<file path="src/hw/rtl/stxd_pkg.sv">
package stxd_pkg;

  // Frame layout: start marker, length lo/hi, command lo/hi, payload, end marker
  localparam int FRAME_OVERHEAD = 6;
  localparam int OFS_LEN_LO     = 1;
  localparam int OFS_LEN_HI     = 2;
  localparam int OFS_CMD_LO     = 3;
  localparam int OFS_CMD_HI     = 4;
  localparam int OFS_PAYLOAD    = 5;

  localparam logic [7:0] START_MARKER_RST = 8'h02;
  localparam logic [7:0] END_MARKER_RST   = 8'h03;

  localparam logic [0:0] REG_START_MARKER = 1'b0;
  localparam logic [0:0] REG_END_MARKER   = 1'b1;

  typedef enum logic [3:0] {
    ST_IDLE,
    ST_HUNT,
    ST_HUNT_CHK,
    ST_LEN_LO,
    ST_LEN_HI,
    ST_TAIL_RD,
    ST_TAIL_CHK,
    ST_CMD_LO,
    ST_CMD_HI,
    ST_EMIT_RD,
    ST_EMIT_LD
  } stxd_state_t;

endpackage

</file>
<file path="src/hw/rtl/stxd_ram.sv">
module stxd_ram #(
  parameter int WIDTH = 8,
  parameter int DEPTH = 32
) (
  input  logic                     clk,
  input  logic                     we,
  input  logic [$clog2(DEPTH)-1:0] waddr,
  input  logic [WIDTH-1:0]         wdata,
  input  logic [$clog2(DEPTH)-1:0] raddr,
  output logic [WIDTH-1:0]         rdata
);

  logic [WIDTH-1:0] mem [DEPTH];

  always_ff @(posedge clk) begin
    if (we) begin
      mem[waddr] <= wdata;
    end
    rdata <= mem[raddr];
  end

endmodule

</file>
<file path="src/hw/rtl/stx_etx_frame_deframer.sv">
// Input: a byte is taken only in idle; the block then hunts the store for a frame, dropping
// its first byte whenever no frame can start there, before it takes the next byte.
// A byte that completes a good frame releases its results one at a time, each waiting for
// a free output register; the next input item is taken once the last is loaded.
// Rate is set by the single-port frame store: one byte read per cycle, with a registered read.
// Reset (synchronous, rst_n low): store empty, head at 0, markers 2 and 3, no result pending.
module stx_etx_frame_deframer #(
  parameter int FRAME_BYTES = 32
) (
  input  logic        clk,
  input  logic        rst_n,
  input  logic        in_valid,
  output logic        in_ready,
  input  logic [7:0]  in_rx_byte,
  output logic        out_valid,
  input  logic        out_ready,
  output logic [15:0] out_command,
  output logic [7:0]  out_payload_byte,
  output logic        out_empty_frame,
  output logic        out_last_of_frame,
  input  logic        psel,
  input  logic        penable,
  input  logic        pwrite,
  input  logic [2:0]  paddr,
  input  logic [31:0] pwdata,
  output logic [31:0] prdata,
  output logic        pready
);

  localparam int AW = $clog2(FRAME_BYTES);
  localparam int FW = $clog2(FRAME_BYTES + 1);
  localparam logic [FW:0]   NB      = (FW+1)'(FRAME_BYTES);
  localparam logic [FW-1:0] DEPTH_F = FW'(FRAME_BYTES);
  localparam logic [FW-1:0] OVH     = FW'(stxd_pkg::FRAME_OVERHEAD);
  localparam logic [FW-1:0] ONE     = FW'(1);
  localparam logic [15:0]   MAXLEN  = 16'(FRAME_BYTES - stxd_pkg::FRAME_OVERHEAD);

  function automatic logic [AW-1:0] wrap_add(input logic [AW-1:0] base,
                                             input logic [FW-1:0] ofs);
    logic [FW:0] sum;
    sum = {{(FW+1-AW){1'b0}}, base} + {1'b0, ofs};
    if (sum >= NB) begin
      sum = sum - NB;
    end
    return sum[AW-1:0];
  endfunction

  stxd_pkg::stxd_state_t state_r, state_nxt;
  logic [AW-1:0] head_r, head_nxt;
  logic [FW-1:0] fill_r, fill_nxt;
  logic [7:0]    len_lo_r, len_lo_nxt;
  logic [FW-1:0] len_r, len_nxt;
  logic [15:0]   cmd_r, cmd_nxt;
  logic [FW-1:0] idx_r, idx_nxt;
  logic [7:0]    start_r, end_r;

  logic          out_valid_r;
  logic [15:0]   out_command_r;
  logic [7:0]    out_payload_byte_r;
  logic          out_empty_frame_r;
  logic          out_last_of_frame_r;

  logic          ram_we;
  logic [FW-1:0] ram_ofs;
  logic [AW-1:0] ram_addr;
  logic [7:0]    ram_rdata;
  logic          in_fire;
  logic          cfg_write;
  logic          out_load;
  logic          out_last;
  logic [15:0]   len16;

  // ---------------- configuration port ----------------
  assign pready    = 1'b1;
  assign cfg_write = psel & penable & pwrite & pready;

  always_ff @(posedge clk) begin
    if (!rst_n) begin
      start_r <= stxd_pkg::START_MARKER_RST;
      end_r   <= stxd_pkg::END_MARKER_RST;
    end else if (cfg_write) begin
      unique case (paddr[2:2])
        stxd_pkg::REG_START_MARKER: start_r <= pwdata[7:0];
        stxd_pkg::REG_END_MARKER:   end_r   <= pwdata[7:0];
      endcase
    end
  end

  always_comb begin
    unique case (paddr[2:2])
      stxd_pkg::REG_START_MARKER: prdata = {24'd0, start_r};
      stxd_pkg::REG_END_MARKER:   prdata = {24'd0, end_r};
    endcase
  end

  // ---------------- frame store ----------------
  assign ram_addr = wrap_add(head_r, ram_ofs);

  stxd_ram #(
    .WIDTH (8),
    .DEPTH (FRAME_BYTES)
  ) u_store (
    .clk   (clk),
    .we    (ram_we),
    .waddr (ram_addr),
    .wdata (in_rx_byte),
    .raddr (ram_addr),
    .rdata (ram_rdata)
  );

  // ---------------- sequencer ----------------
  assign in_fire  = in_valid & in_ready;
  assign len16    = {ram_rdata, len_lo_r};
  assign out_last = (len_r == '0) || ((idx_r + ONE) == len_r);

  always_ff @(posedge clk) begin
    if (!rst_n) begin
      state_r <= stxd_pkg::ST_IDLE;
      head_r  <= '0;
      fill_r  <= '0;
    end else begin
      state_r <= state_nxt;
      head_r  <= head_nxt;
      fill_r  <= fill_nxt;
    end
  end

  always_ff @(posedge clk) begin
    len_lo_r <= len_lo_nxt;
    len_r    <= len_nxt;
    cmd_r    <= cmd_nxt;
    idx_r    <= idx_nxt;
  end

  always_comb begin
    state_nxt  = state_r;
    head_nxt   = head_r;
    fill_nxt   = fill_r;
    len_lo_nxt = len_lo_r;
    len_nxt    = len_r;
    cmd_nxt    = cmd_r;
    idx_nxt    = idx_r;
    ram_we     = 1'b0;
    ram_ofs    = '0;
    in_ready   = 1'b0;
    out_load   = 1'b0;

    unique case (state_r)
      stxd_pkg::ST_IDLE: begin
        in_ready = 1'b1;
        ram_ofs  = fill_r;
        if (in_fire) begin
          // drop the byte if the store is full
          if (fill_r < DEPTH_F) begin
            ram_we   = 1'b1;
            fill_nxt = fill_r + ONE;
          end
          state_nxt = stxd_pkg::ST_HUNT;
        end
      end
      stxd_pkg::ST_HUNT: begin
        state_nxt = (fill_r == '0) ? stxd_pkg::ST_IDLE : stxd_pkg::ST_HUNT_CHK;
      end
      stxd_pkg::ST_HUNT_CHK: begin
        if (ram_rdata != start_r) begin
          head_nxt  = wrap_add(head_r, ONE);
          fill_nxt  = fill_r - ONE;
          state_nxt = stxd_pkg::ST_HUNT;
        end else if (fill_r < OVH) begin
          state_nxt = stxd_pkg::ST_IDLE;
        end else begin
          ram_ofs   = FW'(stxd_pkg::OFS_LEN_LO);
          state_nxt = stxd_pkg::ST_LEN_LO;
        end
      end
      stxd_pkg::ST_LEN_LO: begin
        len_lo_nxt = ram_rdata;
        ram_ofs    = FW'(stxd_pkg::OFS_LEN_HI);
        state_nxt  = stxd_pkg::ST_LEN_HI;
      end
      stxd_pkg::ST_LEN_HI: begin
        if (len16 > MAXLEN) begin
          head_nxt  = wrap_add(head_r, ONE);
          fill_nxt  = fill_r - ONE;
          state_nxt = stxd_pkg::ST_HUNT;
        end else if ({1'b0, fill_r} < ({1'b0, len16[FW-1:0]} + {1'b0, OVH})) begin
          state_nxt = stxd_pkg::ST_IDLE;
        end else begin
          len_nxt   = len16[FW-1:0];
          state_nxt = stxd_pkg::ST_TAIL_RD;
        end
      end
      stxd_pkg::ST_TAIL_RD: begin
        ram_ofs   = len_r + FW'(stxd_pkg::OFS_PAYLOAD);
        state_nxt = stxd_pkg::ST_TAIL_CHK;
      end
      stxd_pkg::ST_TAIL_CHK: begin
        if (ram_rdata != end_r) begin
          head_nxt  = wrap_add(head_r, ONE);
          fill_nxt  = fill_r - ONE;
          state_nxt = stxd_pkg::ST_HUNT;
        end else begin
          ram_ofs   = FW'(stxd_pkg::OFS_CMD_LO);
          state_nxt = stxd_pkg::ST_CMD_LO;
        end
      end
      stxd_pkg::ST_CMD_LO: begin
        cmd_nxt   = {cmd_r[15:8], ram_rdata};
        ram_ofs   = FW'(stxd_pkg::OFS_CMD_HI);
        state_nxt = stxd_pkg::ST_CMD_HI;
      end
      stxd_pkg::ST_CMD_HI: begin
        cmd_nxt   = {ram_rdata, cmd_r[7:0]};
        idx_nxt   = '0;
        state_nxt = stxd_pkg::ST_EMIT_RD;
      end
      stxd_pkg::ST_EMIT_RD: begin
        ram_ofs = idx_r + FW'(stxd_pkg::OFS_PAYLOAD);
        // hold until the output register is free by the next edge
        if (!out_valid_r || out_ready) begin
          state_nxt = stxd_pkg::ST_EMIT_LD;
        end
      end
      stxd_pkg::ST_EMIT_LD: begin
        out_load = 1'b1;
        if (out_last) begin
          head_nxt  = wrap_add(head_r, len_r + OVH);
          fill_nxt  = fill_r - (len_r + OVH);
          state_nxt = stxd_pkg::ST_IDLE;
        end else begin
          idx_nxt   = idx_r + ONE;
          state_nxt = stxd_pkg::ST_EMIT_RD;
        end
      end
      default: begin
        state_nxt = stxd_pkg::ST_IDLE;
      end
    endcase
  end

  // ---------------- output register ----------------
  always_ff @(posedge clk) begin
    if (!rst_n) begin
      out_valid_r <= 1'b0;
    end else if (out_load) begin
      out_valid_r <= 1'b1;
    end else if (out_ready) begin
      out_valid_r <= 1'b0;
    end
  end

  always_ff @(posedge clk) begin
    if (out_load) begin
      out_command_r       <= cmd_r;
      out_payload_byte_r  <= (len_r == '0) ? 8'd0 : ram_rdata;
      out_empty_frame_r   <= (len_r == '0);
      out_last_of_frame_r <= out_last;
    end
  end

  assign out_valid         = out_valid_r;
  assign out_command       = out_command_r;
  assign out_payload_byte  = out_payload_byte_r;
  assign out_empty_frame   = out_empty_frame_r;
  assign out_last_of_frame = out_last_of_frame_r;

`ifndef SYNTHESIS
  a_fill_bound: assert property (@(posedge clk) disable iff (!rst_n)
    fill_r <= DEPTH_F)
    else $error("store fill exceeds capacity");

  a_emit_frame_stored: assert property (@(posedge clk) disable iff (!rst_n)
    (state_r == stxd_pkg::ST_EMIT_RD || state_r == stxd_pkg::ST_EMIT_LD)
      |-> ({1'b0, fill_r} >= ({1'b0, len_r} + {1'b0, OVH})))
    else $error("emitting a frame that is not fully stored");

  a_load_free: assert property (@(posedge clk) disable iff (!rst_n)
    (state_r == stxd_pkg::ST_EMIT_LD) |-> (!out_valid_r || $past(out_ready)))
    else $error("output register overwritten while an item is pending");

  a_byte_stored: assert property (@(posedge clk) disable iff (!rst_n)
    (in_fire && fill_r < DEPTH_F) |=> (fill_r == $past(fill_r) + ONE))
    else $error("accepted byte not added to the store");

  a_last_to_idle: assert property (@(posedge clk) disable iff (!rst_n)
    (out_load && out_last) |=> (state_r == stxd_pkg::ST_IDLE && out_valid_r))
    else $error("frame end did not return to idle");
`endif

endmodule

</file>
<file path="config.mk">
export PLATFORM = sky130hd
export DESIGN_NAME = stx_etx_frame_deframer
export DESIGN_NICKNAME = d
export VERILOG_FILES = /design/src/hw/rtl/stxd_pkg.sv /design/src/hw/rtl/stxd_ram.sv /design/src/hw/rtl/stx_etx_frame_deframer.sv
export SDC_FILE = /design/constraint.sdc
export NUM_CORES = 1
export LEC_CHECK = 0
export BUFFER_PORTS_ARGS = -buffer_cell sky130_fd_sc_hd__buf_2
export CAP_MARGIN = 20
export CORE_AREA = 2 2 172 174
export CTS_CLUSTER_SIZE = 12
export DETAILED_ROUTE_END_ITERATION = 10
export DIE_AREA = 0 0 174 176
export PLACE_DENSITY = 0.76
export SYNTH_ARGS = -nofsm -noshare
export SYNTH_HDL_FRONTEND = slang
export SYNTH_SLANG_ARGS = --single-unit
</file>
<file path="constraint.sdc">
create_clock -name clk -period 4.7 [get_ports clk]
set_input_delay 0.94 -clock clk [delete_from_list [all_inputs] [get_ports clk]]
set_output_delay 0.94 -clock clk [all_outputs]
set_load 0.05 [all_outputs]
</file>
==> impl_metrics.yaml <==
outcome:
  outcome: "finished clean"
job:
  drv_cap: 0
finish:
  nets: 1203
  layout-drive-gt1-share_pct: 21.6
  syn_to_final_growth_pct: 13.5
  finalInstanceArea_sq_um: 17500
  nFillCells: 2120
  diodes: 0
routing:
  drt_first_pass_iters: 7
  num_vias: 8762
  drc: 0
  antenna_left: 0
  drt-total-wl_mm: 31.8
  post_drt_wl_per_cell_um: 20.8
  viasPerCell: 5.73
  drtIter0Drc: 797
timing:
  setup_tns_ns: 0
  final_max_slew_viol_count: 0
  max_freq_mhz: 228
  relSlewSlack_pct: 37.1
  fin_crit_ns: 4.39
  rsz0062_at_grt: "no"
  worst_pin_slew_ns: 0.942
  fin_worst_skew_ns: 0.0265
  post-route-period-util_pct: 93.3
  hold_viol: 0
  layout_setup_ws_ns: 0.314
  setup_viol: 0
power_and_ir_drop:
  leakage_nw: 6.13
  power.density_nw_per_um2: 424
  vdd_ir_drop_max_mv: 0.314
clock_network:
  cts.sinks: 358
  cts_buffers: 37
  cts_tree: "yes"
  hold_buffers: 0
  clock_latency_ns: 0.54
  clk_pin_slew_ns: 0.06
  htreeDepth: 2
  cts_max_path_buffers: 3
  root_buffer: "clkbuf_16"
die:
  core_sq_um: 28500
  die_area_sq_um: 30600
  die_h_um: 176
  row_count: 62
  start_util_pct: 53.9
  top_level_ports: 111
  dieWidth_um: 174
setup_path:
  critical_path_class: "flop to flop"
  cp_cell_sequence: "xor2_1, nor4_1, nand4_1, a21oi_1, nor2_1, nand2_1, ha_4, fa_2, nand4b_1, nor3_1, buf_4"
  crit_required_ns: 4.93
  cp-end-kind: "flop"
  cp_slowest_cell: "nand4b_1"
  path_max_fanout: 18
  slowest_delay_ns: 0.65
  critPathArrivalTime_ns: 4.62
  r2r_slack_ns: 0.31
  crit_path_start_kind: "flop"
placed_design:
  hpwl_mm: 20.3
  place_ws_ns: 0.198
  gp_congestion: 0.866
  place_area_sq_um: 16300
  portBuffers: 59
global_route:
  grt_use_total_pct: 21.1
  grt_first_pass_wirelength_mm: 49.1
  antenna_found_initial: 1
  grt_overflow: 0
  grt_max_degree: 37
  first_global_vias: 8718
synthesis:
  ys_types: 59
  synth_top_cell_by_area: "edfxtp_1"
  syn_inst: 1020
  ys_async_sr_fraction_pct: 0
  yosysWarningCount: 0
  synth.most_common_cell: "edfxtp_1"
  synthFlopType: "edfxtp_1"
  synthTopCellsByCount: "edfxtp_1, nand2_1, a21oi_1"
  synth_area_leaders: "edfxtp_1, mux4_2, dfxtp_1"
  avgSynthCellArea_sq_um: 15.1
  yosysTopAreaCellShare_pct: 62.1
  syn_area_sq_um: 15400
  seq_area_frac_synth_pct: 67.3
  synth_edf_count: 318
  synth_seq_cells: 358
worst_hold_path:
  hp-class: "flop to flop"
-- worst max-delay path, delay by kind of cell (launching register included) --
family                     cells  cell delay [ns]
AOI/OAI and AO/OA              1             0.22
DFF                            1             0.52
xor gates and xnor gates       1             0.12
and+or+nand+nor                6             2.20
buffers and inverters          1             0.23
adders and majority gates      2             0.79
-- power by group --
group	internal [W]	switching, W	total, W
combinational	0.000439	0.000616	0.00105
sequential	0.00355	0.0000855	0.00364
clock	0.00156	0.00114	0.00270
-- cell families (layout without fill, tap and decap cells) --
logic type | Yosys count | in the layout | share of synthesized area (%)
AND/OR/NAND/NOR | 297 | 297 | 9.22
adder cells (fa/ha/maj) | 25 | 25 | 2.18
XOR/XNOR | 49 | 49 | 3.05
other | 2 | 25 | 0.0488
buffers and inverters | 89 | 192 | 3.01
AO/OA/AOI/OAI | 115 | 115 | 4.36
multiplexers | 85 | 85 | 10.8
flip-flops | 358 | 358 | 67.3
-- cell usage in the layout, fill, tap and decap left out, types with 4 or more instances in the layout --
cell type    n
clkbuf_16   38
xor2_1      21
a21o_1       6
a21oi_1     71
o21ai_0     16
or4_1        5
and2_1      18
clkbuf_1     9
edfxtp_1   318
mux2_2       9
nor3_1      35
conb_1      25
dfxtp_1     40
buf_2       60
mux2i_1     12
xnor2_1     22
nor2_1      30
nor4_1       8
buf_4       56
ha_1        21
nand4_1      6
nor2b_1     12
nand3_1     18
mux4_2      64
inv_1       17
nand3b_1     4
nand2b_1    12
nand2_1    136
-- path summary, 6_finish.rpt --
check                                     endpoint              from  depth (start not counted)
worst min register to register      out_command[6]          cmd_r[6]                          0
worst max-delay path            u_store.mem[21][3]  u_store.rdata[2]                         11
worst max register to register  u_store.mem[21][3]  u_store.rdata[2]                         11
worst min-delay path                out_command[6]          cmd_r[6]                          0
-- sequential cells by signal, summed over array words and instances (netlist names) --
| register | cells |
|---|---|
| out_payload_byte | 8 |
| cmd_r | 16 |
| head_r | 5 |
| fill_r | 6 |
| idx_r | 6 |
| out_command | 16 |
| u_store.rdata | 8 |
| end_r | 8 |
| len_r | 6 |
| start_r | 8 |
| out_empty_frame | 1 |
| u_store.mem | 256 |
| out_valid | 1 |
| state_r | 4 |
| len_lo_r | 8 |
| out_last_of_frame | 1 |
-- routing by layer --
| layer | GRT usage [%] | part of all wire [%] | up-vias | wire length [um] |
|---|---|---|---|---|
| met4 | 7.46 | 3.0 | 0 | 968 |
| li1 | - | - | 4023 | - |
| met2 | 36.5 | 51 | 338 | 16300 |
| met5 | 0 | 0 | - | 0 |
| met3 | 3.34 | 6.3 | 69 | 2020 |
| met1 | 27.3 | 39 | 4332 | 12500 |
-- through the flow --
stage               total power, W  hold slack, ns  utilization [%]  instances
floorplan                  0.00440           0.400                -       1043
global placement           0.00473           0.404             57.2       1472
global route               0.00765           0.421             61.2       1530
detailed placement         0.00475           0.405             57.2       1472
finish                     0.00740           0.415             61.2       1530
CTS                        0.00743           0.417             61.1       1529
-- what timing repair did --
action	in CTS	in global routing
gates resized for setup	0	1
setup endpoints to repair	0	120
buffers inserted	0	0
-- cell type report --
| cell class | count | area, sq um | area share, % |
|---|---|---|---|
| clock buffers | 49 | 1010 | 5.80 |
| clock inverters | 8 | 87.6 | 0.502 |
| inverters | 17 | 63.8 | 0.365 |
| multi-input cells | 596 | 4700 | 26.9 |
| flip-flops and latches | 358 | 10300 | 59.3 |
| well taps | 384 | 480 | 2.75 |
| repair buffers | 118 | 761 | 4.36 |
Note: power is estimated with default switching activity, not from simulation.
